## src/hw/rtl/dcmma_pkg.sv

```systemverilog
// shared types and constants for the dual channel min/max and moving average block
// no dependencies; imported by dcmma_ctrl, dcmma_dp and the top level

package dcmma_pkg;

    // field widths
    localparam int SOC_W  = 10;
    localparam int TEMP_W = 12;

    // default window length
    localparam int WINDOW_DEF = 5;

    // reset values of the running extremes
    localparam logic [SOC_W-1:0]         SOC_LOW_RST   = 10'd1000;
    localparam logic [SOC_W-1:0]         SOC_HIGH_RST  = 10'd0;
    localparam logic signed [TEMP_W-1:0] TEMP_LOW_RST  = 12'sd2047;
    localparam logic signed [TEMP_W-1:0] TEMP_HIGH_RST = -12'sd2048;

    // controller to datapath commands
    typedef struct packed {
        logic load;
        logic update;
        logic div_init;
        logic div_step;
        logic out_load;
    } cmd_t;

    // datapath to controller status
    typedef struct packed {
        logic out_free;
    } status_t;

endpackage

```

## src/hw/rtl/dcmma_ctrl.sv

```systemverilog
// controller state machine: sequences capture, update, division and result load
// depends on dcmma_pkg for the command and status types

module dcmma_ctrl #(
    parameter int WINDOW = dcmma_pkg::WINDOW_DEF
) (
    input  logic              aclk,
    input  logic              aresetn,
    input  logic              s_valid,
    output logic              s_ready,
    input  dcmma_pkg::status_t status,
    output dcmma_pkg::cmd_t   cmd
);
    import dcmma_pkg::*;

    localparam int CNT_W  = $clog2(WINDOW + 1);
    localparam int DIV_W  = TEMP_W + CNT_W;
    localparam int STEP_W = $clog2(DIV_W);
    localparam logic [STEP_W-1:0] STEP_LAST = STEP_W'(DIV_W - 1);

    typedef enum logic [2:0] {
        ST_IDLE,
        ST_UPDATE,
        ST_DIV_INIT,
        ST_DIVIDE,
        ST_FINISH
    } state_t;

    state_t              state_reg;
    logic [STEP_W-1:0]   step_reg;

    always_ff @(posedge aclk) begin
        if (!aresetn) begin
            state_reg <= ST_IDLE;
            step_reg  <= '0;
        end else begin
            case (state_reg)
                ST_IDLE: begin
                    if (s_valid) begin
                        state_reg <= ST_UPDATE;
                    end
                end
                ST_UPDATE: begin
                    state_reg <= ST_DIV_INIT;
                end
                ST_DIV_INIT: begin
                    step_reg  <= '0;
                    state_reg <= ST_DIVIDE;
                end
                ST_DIVIDE: begin
                    step_reg <= step_reg + STEP_W'(1);
                    if (step_reg == STEP_LAST) begin
                        state_reg <= ST_FINISH;
                    end
                end
                ST_FINISH: begin
                    if (status.out_free) begin
                        state_reg <= ST_IDLE;
                    end
                end
                default: begin
                    state_reg <= ST_IDLE;
                end
            endcase
        end
    end

    always_comb begin
        cmd          = '0;
        cmd.load     = (state_reg == ST_IDLE) && s_valid;
        cmd.update   = (state_reg == ST_UPDATE);
        cmd.div_init = (state_reg == ST_DIV_INIT);
        cmd.div_step = (state_reg == ST_DIVIDE);
        cmd.out_load = (state_reg == ST_FINISH) && status.out_free;
    end

    assign s_ready = (state_reg == ST_IDLE);

`ifndef ASSERT_OFF
    a_busy_after_accept: assert property (@(posedge aclk) disable iff (!aresetn)
        s_valid && s_ready |=> !s_ready)
        else $error("input taken while an item is in progress");

    a_one_command: assert property (@(posedge aclk) disable iff (!aresetn)
        $onehot0(cmd))
        else $error("more than one datapath command at once");

    a_load_needs_free: assert property (@(posedge aclk) disable iff (!aresetn)
        cmd.out_load |-> status.out_free)
        else $error("result register overwritten");
`endif

endmodule

```

## src/hw/rtl/dcmma_dp.sv

```systemverilog
// datapath: extremes, sample window, running sums, bit-serial dividers, result register
// depends on dcmma_pkg for widths, reset values and command/status types

module dcmma_dp #(
    parameter int WINDOW = dcmma_pkg::WINDOW_DEF
) (
    input  logic                                     aclk,
    input  logic                                     aresetn,
    input  dcmma_pkg::cmd_t                          cmd,
    output dcmma_pkg::status_t                       status,
    input  logic                                     s_new_set,
    input  logic        [dcmma_pkg::SOC_W-1:0]       s_soc_sample,
    input  logic signed [dcmma_pkg::TEMP_W-1:0]      s_temp_sample,
    input  logic                                     m_ready,
    output logic                                     m_valid,
    output logic        [dcmma_pkg::SOC_W-1:0]       m_soc_minimum,
    output logic        [dcmma_pkg::SOC_W-1:0]       m_soc_maximum,
    output logic signed [dcmma_pkg::TEMP_W-1:0]      m_temp_minimum,
    output logic signed [dcmma_pkg::TEMP_W-1:0]      m_temp_maximum,
    output logic        [dcmma_pkg::SOC_W-1:0]       m_soc_average,
    output logic signed [dcmma_pkg::TEMP_W-1:0]      m_temp_average
);
    import dcmma_pkg::*;

    localparam int CNT_W  = $clog2(WINDOW + 1);
    localparam int SSUM_W = SOC_W + CNT_W;
    localparam int TSUM_W = TEMP_W + CNT_W;
    localparam int DIV_W  = TSUM_W;
    localparam int REM_W  = CNT_W + 1;
    localparam logic [CNT_W-1:0] FILL_MAX = CNT_W'(WINDOW);

    // captured sample
    logic                      new_reg;
    logic        [SOC_W-1:0]   soc_in_reg;
    logic signed [TEMP_W-1:0]  temp_in_reg;

    // set statistics
    logic        [SOC_W-1:0]   soc_lo_reg, soc_hi_reg;
    logic signed [TEMP_W-1:0]  temp_lo_reg, temp_hi_reg;
    logic        [CNT_W-1:0]   fill_reg;
    logic        [SSUM_W-1:0]  soc_sum_reg;
    logic signed [TSUM_W-1:0]  temp_sum_reg;
    logic        [SOC_W-1:0]   soc_win_reg  [WINDOW];
    logic signed [TEMP_W-1:0]  temp_win_reg [WINDOW];

    // dividers
    logic [DIV_W-1:0] sq_reg, tq_reg;
    logic [REM_W-1:0] srem_reg, trem_reg;
    logic             tneg_reg;

    // result register
    logic                      m_valid_reg;
    logic        [SOC_W-1:0]   soc_min_reg, soc_max_reg, soc_avg_reg;
    logic signed [TEMP_W-1:0]  temp_min_reg, temp_max_reg, temp_avg_reg;

    // update logic
    logic        [SOC_W-1:0]   soc_lo_base, soc_hi_base, soc_lo_next, soc_hi_next, soc_evict;
    logic signed [TEMP_W-1:0]  temp_lo_base, temp_hi_base, temp_lo_next, temp_hi_next;
    logic signed [TEMP_W-1:0]  temp_evict;
    logic        [CNT_W-1:0]   fill_base, fill_next;
    logic                      win_full;
    logic        [SSUM_W-1:0]  soc_sum_base, soc_sum_next;
    logic signed [TSUM_W-1:0]  temp_sum_base, temp_sum_next;

    always_comb begin
        soc_lo_base   = new_reg ? SOC_LOW_RST   : soc_lo_reg;
        soc_hi_base   = new_reg ? SOC_HIGH_RST  : soc_hi_reg;
        temp_lo_base  = new_reg ? TEMP_LOW_RST  : temp_lo_reg;
        temp_hi_base  = new_reg ? TEMP_HIGH_RST : temp_hi_reg;
        fill_base     = new_reg ? '0 : fill_reg;
        soc_sum_base  = new_reg ? '0 : soc_sum_reg;
        temp_sum_base = new_reg ? '0 : temp_sum_reg;

        soc_lo_next  = (soc_in_reg  < soc_lo_base)  ? soc_in_reg  : soc_lo_base;
        soc_hi_next  = (soc_in_reg  > soc_hi_base)  ? soc_in_reg  : soc_hi_base;
        temp_lo_next = (temp_in_reg < temp_lo_base) ? temp_in_reg : temp_lo_base;
        temp_hi_next = (temp_in_reg > temp_hi_base) ? temp_in_reg : temp_hi_base;

        // oldest sample leaves the sum once the window is full
        win_full   = (fill_base == FILL_MAX);
        soc_evict  = win_full ? soc_win_reg[WINDOW-1]  : '0;
        temp_evict = win_full ? temp_win_reg[WINDOW-1] : '0;

        soc_sum_next  = soc_sum_base + SSUM_W'(soc_in_reg) - SSUM_W'(soc_evict);
        temp_sum_next = temp_sum_base + TSUM_W'(temp_in_reg) - TSUM_W'(temp_evict);
        fill_next     = win_full ? fill_base : fill_base + CNT_W'(1);
    end

    // restoring division, one quotient bit per step
    logic [REM_W-1:0] s_trial, t_trial, divisor;
    logic             s_ge, t_ge;
    logic [DIV_W-1:0] temp_mag;

    always_comb begin
        divisor  = {1'b0, fill_reg};
        s_trial  = {srem_reg[REM_W-2:0], sq_reg[DIV_W-1]};
        t_trial  = {trem_reg[REM_W-2:0], tq_reg[DIV_W-1]};
        s_ge     = (s_trial >= divisor);
        t_ge     = (t_trial >= divisor);
        temp_mag = temp_sum_reg[TSUM_W-1] ? DIV_W'(-temp_sum_reg) : DIV_W'(temp_sum_reg);
    end

    logic        [TEMP_W-1:0] t_quot;
    logic signed [TEMP_W-1:0] temp_avg_next;

    always_comb begin
        t_quot        = tq_reg[TEMP_W-1:0];
        temp_avg_next = tneg_reg ? -$signed(t_quot) : $signed(t_quot);
    end

    always_ff @(posedge aclk) begin
        if (cmd.load) begin
            new_reg     <= s_new_set;
            soc_in_reg  <= s_soc_sample;
            temp_in_reg <= s_temp_sample;
        end
        if (cmd.update) begin
            soc_win_reg[0]  <= soc_in_reg;
            temp_win_reg[0] <= temp_in_reg;
            for (int k = 1; k < WINDOW; k++) begin
                soc_win_reg[k]  <= soc_win_reg[k-1];
                temp_win_reg[k] <= temp_win_reg[k-1];
            end
        end
        if (cmd.div_init) begin
            sq_reg   <= DIV_W'(soc_sum_reg);
            tq_reg   <= temp_mag;
            tneg_reg <= temp_sum_reg[TSUM_W-1];
            srem_reg <= '0;
            trem_reg <= '0;
        end else if (cmd.div_step) begin
            sq_reg   <= {sq_reg[DIV_W-2:0], s_ge};
            tq_reg   <= {tq_reg[DIV_W-2:0], t_ge};
            srem_reg <= s_ge ? s_trial - divisor : s_trial;
            trem_reg <= t_ge ? t_trial - divisor : t_trial;
        end
        if (cmd.out_load) begin
            soc_min_reg  <= soc_lo_reg;
            soc_max_reg  <= soc_hi_reg;
            temp_min_reg <= temp_lo_reg;
            temp_max_reg <= temp_hi_reg;
            soc_avg_reg  <= sq_reg[SOC_W-1:0];
            temp_avg_reg <= temp_avg_next;
        end
    end

    always_ff @(posedge aclk) begin
        if (!aresetn) begin
            soc_lo_reg   <= SOC_LOW_RST;
            soc_hi_reg   <= SOC_HIGH_RST;
            temp_lo_reg  <= TEMP_LOW_RST;
            temp_hi_reg  <= TEMP_HIGH_RST;
            fill_reg     <= '0;
            soc_sum_reg  <= '0;
            temp_sum_reg <= '0;
            m_valid_reg  <= 1'b0;
        end else begin
            if (cmd.update) begin
                soc_lo_reg   <= soc_lo_next;
                soc_hi_reg   <= soc_hi_next;
                temp_lo_reg  <= temp_lo_next;
                temp_hi_reg  <= temp_hi_next;
                fill_reg     <= fill_next;
                soc_sum_reg  <= soc_sum_next;
                temp_sum_reg <= temp_sum_next;
            end
            if (cmd.out_load) begin
                m_valid_reg <= 1'b1;
            end else if (m_ready) begin
                m_valid_reg <= 1'b0;
            end
        end
    end

    assign status.out_free = !m_valid_reg || m_ready;

    assign m_valid        = m_valid_reg;
    assign m_soc_minimum  = soc_min_reg;
    assign m_soc_maximum  = soc_max_reg;
    assign m_temp_minimum = temp_min_reg;
    assign m_temp_maximum = temp_max_reg;
    assign m_soc_average  = soc_avg_reg;
    assign m_temp_average = temp_avg_reg;

`ifndef ASSERT_OFF
    a_fill_bounded: assert property (@(posedge aclk) disable iff (!aresetn)
        fill_reg <= FILL_MAX)
        else $error("fill count beyond window length");

    a_divisor_nonzero: assert property (@(posedge aclk) disable iff (!aresetn)
        cmd.div_step |-> fill_reg != '0)
        else $error("division by an empty window");

    a_remainder_bounded: assert property (@(posedge aclk) disable iff (!aresetn)
        cmd.div_step |-> (srem_reg < divisor) && (trem_reg < divisor))
        else $error("divider remainder out of range");
`endif

endmodule

```

## src/hw/rtl/dual_channel_minmax_moving_average.sv

```systemverilog
// per sample: after the input transfer the controller runs the statistics update, the
//   divider set-up, one divide step per quotient bit and the result load, which waits
//   until the result register is free; s_ready stays low until that load is done
// the result register lets the next sample in while the previous result waits
// reset (aresetn, synchronous, active low): empty set, extremes at their start values,
//   fill count zero, no result pending; window contents stay unknown until written

module dual_channel_minmax_moving_average #(
    parameter int WINDOW = dcmma_pkg::WINDOW_DEF
) (
    input  logic                                     aclk,
    input  logic                                     aresetn,
    // sample input channel
    input  logic                                     s_valid,
    output logic                                     s_ready,
    input  logic                                     s_new_set,
    input  logic        [dcmma_pkg::SOC_W-1:0]       s_soc_sample,
    input  logic signed [dcmma_pkg::TEMP_W-1:0]      s_temp_sample,
    // result channel
    output logic                                     m_valid,
    input  logic                                     m_ready,
    output logic        [dcmma_pkg::SOC_W-1:0]       m_soc_minimum,
    output logic        [dcmma_pkg::SOC_W-1:0]       m_soc_maximum,
    output logic signed [dcmma_pkg::TEMP_W-1:0]      m_temp_minimum,
    output logic signed [dcmma_pkg::TEMP_W-1:0]      m_temp_maximum,
    output logic        [dcmma_pkg::SOC_W-1:0]       m_soc_average,
    output logic signed [dcmma_pkg::TEMP_W-1:0]      m_temp_average
);
    import dcmma_pkg::*;

    // command and status between controller and datapath
    cmd_t    cmd;
    status_t status;

    // sequencer: capture, update statistics, divide, load result
    dcmma_ctrl #(
        .WINDOW (WINDOW)
    ) u_ctrl (
        .aclk    (aclk),
        .aresetn (aresetn),
        .s_valid (s_valid),
        .s_ready (s_ready),
        .status  (status),
        .cmd     (cmd)
    );

    // extremes, window shift line, running sums, dividers and result register
    dcmma_dp #(
        .WINDOW (WINDOW)
    ) u_dp (
        .aclk           (aclk),
        .aresetn        (aresetn),
        .cmd            (cmd),
        .status         (status),
        .s_new_set      (s_new_set),
        .s_soc_sample   (s_soc_sample),
        .s_temp_sample  (s_temp_sample),
        .m_ready        (m_ready),
        .m_valid        (m_valid),
        .m_soc_minimum  (m_soc_minimum),
        .m_soc_maximum  (m_soc_maximum),
        .m_temp_minimum (m_temp_minimum),
        .m_temp_maximum (m_temp_maximum),
        .m_soc_average  (m_soc_average),
        .m_temp_average (m_temp_average)
    );

endmodule
```

## config.mk

```make
export PLATFORM = sky130hd
export DESIGN_NAME = dual_channel_minmax_moving_average
export DESIGN_NICKNAME = d
export VERILOG_FILES = /design/src/hw/rtl/dcmma_pkg.sv /design/src/hw/rtl/dcmma_ctrl.sv /design/src/hw/rtl/dcmma_dp.sv /design/src/hw/rtl/dual_channel_minmax_moving_average.sv
export SDC_FILE = /design/constraint.sdc
export NUM_CORES = 1
export LEC_CHECK = 0
export ABC_AREA = 1
export BUFFER_PORTS_ARGS = -buffer_cell sky130_fd_sc_hd__clkbuf_2
export CORE_UTILIZATION = 45
export DETAILED_ROUTE_END_ITERATION = 8
export PLACE_DENSITY = 0.73
export SLEW_MARGIN = 5
export SYNTH_ARGS = -nofsm -noshare
export SYNTH_HDL_FRONTEND = slang
export SYNTH_HIERARCHICAL = 1
export SYNTH_SLANG_ARGS = --single-unit
```

## constraint.sdc

```tcl
create_clock -name aclk -period 8.4 [get_ports aclk]
set_input_delay 0 -clock aclk [delete_from_list [all_inputs] [get_ports aclk]]
set_output_delay 0 -clock aclk [all_outputs]
set_load 0.02 [all_outputs]
```

==> impl_metrics.csv <==
group,metric,value,unit
run_status,status,"complete, no violations",
power_and_ir_drop,power_leakage,7.24,nW
floorplan,rows,66,
logic_synthesis,synthAdderAreaFrac,10.3,%
final_layout,multiInputGateArea,5350,um2
placed_design,portBuffers,94,
logic_synthesis,synth.cell_area,15100,um2
final_layout,utilization,53.0,%
setup_path,critPathSlowestCell,"edfxtp_1",
power_and_ir_drop,ir_drop,0.000171,V
grt,grt_usage,18.1,%
clocking,cts.repair.resized,0,
final_layout,layout-drive-gt1-share,10.6,%
job,cap_violations,0,
placed_design,pre_cts_slack,3.28,ns
placed_design,post-dp-hpwl,20600,um
final_layout,layout_common_cells,"nand2_1 (295), edfxtp_1 (228), inv_1 (213), a21oi_1 (122), nor2_1 (100)",
sta,setup_viol,0,
grt,antenna_found_initial,0,
sta,drv_slew,0,
final_layout,num_antenna_cells,0,
power_and_ir_drop,p_total,5.45,mW
setup_path,path_class,"reg2reg",
floorplan,core_area,32700,um2
floorplan,dieArea,34200,um2
setup_path,cp.required,8.81,ns
drt,initialDrtViolationCount,839,
logic_synthesis,async_flop_share,0,%
sta,grt_setup_unrepaired,"false",
logic_synthesis,synth_top_family_by_area,"simple AND/OR/NAND/NOR gates",
clocking,clk_latency,0.52,ns
setup_path,cpMostUsedCell,"nand2_1",
drt,vias_per_cell,5.04,
floorplan,top_level_ports,95,
sta,period_minus_slack,5.17,ns
sta,tns,0,ns
sta,fin_skew,0.0202,ns
power_and_ir_drop,powerDensity,314,nW/um2
logic_synthesis,synth_xor_area_share,2.33,%
clocking,clock_sinks,319,
logic_synthesis,synth_cells,1494,
drt,ant_nets,0,
setup_path,cp-start-kind,"register",
floorplan,initial_utilization,46.1,%
logic_synthesis,yosysSeqAreaShare,57.5,%
setup_path,cp-end-kind,"register",
grt,grt_overflow,0,
logic_synthesis,ys.flop_type,"edfxtp_1",
clocking,cts_root_buffer,"clkbuf_16",
logic_synthesis,syn_avg_cell_area,10.1,um2
logic_synthesis,synth_mux_area_share,0,%
sta,finalCritPeriodShare,61.5,%
setup_path,worstPathCellList,"inv_2 > nand2_1 > inv_1 > ha_1 > nand2_1 > nor2_1 > fa_1 > fa_1 > nand3b_1 > nand2_1 > a21oi_1 > o21ai_0 > nand2_1 > nand2_1 > nor2_1 > o21ai_0 > inv_1",
floorplan,die_height,185,um
logic_synthesis,yosys_warnings,6,
logic_synthesis,netlist-cell-type-count,38,
setup_path,worst-path-max-fanout,53,
logic_synthesis,synth_seq_cells,319,
logic_synthesis,synth-compound-area-share,9.10,%
setup_path,slowest_delay,0.99,ns
final_layout,largest_register_ffs,60,
placed_design,finalWeightedCongestion,0.896,
sta,maxSlewHeadroom,21.4,%
drt,drc_errors,0,
clocking,h-tree-depth,2,
logic_synthesis,synth_fp_nets,1630,
sta,max_freq,194,MHz
final_layout,seq_area,8670,um2
final_layout,final_common_cell,"nand2_1",
final_layout,layout.nets,1742,
logic_synthesis,synth_simple_gate_area_share,13.7,%
clocking,cts_buffers,34,
logic_synthesis,synth_edf_count,228,
grt,grt_max_degree,84,
clocking,cts_tree,"built",
grt,grt_pass1_wl,49300,um
grt,grt_pass1_vias,10036,
clocking,clk_pin_slew_worst_paths,0.06,ns
setup_path,cp.arrival,5.58,ns
final_layout,fill_cells,2910,
final_layout,syn_to_final_growth,15.1,%
drt,dr.pass1.iters,5,
sta,setup_slack,3.23,ns
sta,hold_violations,0,
drt,wl,30300,um
drt,route.vias.total,10456,
floorplan,die_x,185,um
clocking,clock_path_buffers,3,
drt,wl_per_cell,14.6,um
worst_hold_path,hold_class,"in2reg",
sta,worst-slew-pin-transition,1.18,ns
-- cell usage after synthesis, drive strengths merged (12+ instances only) --
master / count / share of area, %
a21oi: 122 / 4.1
buf: 16 / 0.64
clkbuf: 34 / 0.85
dfxtp: 91 / 12
edfxtp: 228 / 45
fa: 26 / 3.5
ha: 83 / 6.9
inv: 220 / 5.5
nand2: 299 / 7.5
nand3: 67 / 2.2
nor2: 101 / 2.6
nor3: 16 / 0.60
o211ai: 12 / 0.60
o21ai: 87 / 2.9
xor2: 31 / 1.8
-- path summary, 6_finish.rpt --
kind,depth (start not counted),end,slack [ns],from
hold / removal,2,u_dp/temp_in_reg[7],0.19,s_temp_sample[7]
setup reg to reg,17,u_dp/temp_sum_reg[14],3.23,u_dp/new_reg
hold reg to reg,0,u_dp/temp_win_reg[0][18],0.42,u_dp/temp_win_reg[0][6]
setup / recovery,17,u_dp/temp_sum_reg[14],3.23,u_dp/new_reg
-- routing by layer --
metal / global-route usage, % / up-vias / wire [um]
li1: - / 5214 / -
met1: 25.0 / 4904 / 14200
met2: 29.4 / 300 / 13800
met3: 2.89 / 38 / 1760
met4: 5.16 / 0 / 568
met5: 0 / - / 0
-- report_power, final --
part / internal [mW] / switching [mW] / total (mW)
combinational: 0.538 / 1.03 / 1.57
clock: 0.905 / 0.621 / 1.53
sequential: 2.13 / 0.222 / 2.35
-- critical path, delay by kind of cell (launching register included) --
family,cells,cell delay [ns]
and+or+nand+nor,8,1.44
adders and majority gates,3,1.23
DFF,1,0.99
buffers and inverters,3,0.83
AOI/OAI and AO/OA,3,0.55
-- per-stage QoR --
| step | hold slack [ns] | cells | area [um2] |
|---|---|---|---|
| floorplan | 0.0989 | 1494 | 15100 |
| global placement | 0.179 | 1986 | 15900 |
| detailed placement | 0.179 | 1986 | 15900 |
| CTS | 0.164 | 2074 | 17300 |
| global route | 0.187 | 2074 | 17300 |
| finish | 0.191 | 2074 | 17300 |
-- timing repair --
action / CTS / global route
hold endpoints to repair: 33 / 0
buffers inserted: 0 / 0
hold buffers: 26 / 0
-- final cells by class --
type	count	share of cell area, %
clock buffers	46	5.51
flip-flops and latches	319	50.0
clock inverters	16	1.18
well taps	442	3.19
multi-input cells	904	30.9
repair buffers	126	4.47
inverters	221	4.80
-- logic make-up after synthesis --
logic type	Yosys count
xor gates and xnor gates	40
buffers and inverters	271
AOI/OAI and AO/OA	254
and+or+nand+nor	501
adders and majority gates	109
DFF	319
Note: power is estimated with default switching activity, not from simulation.
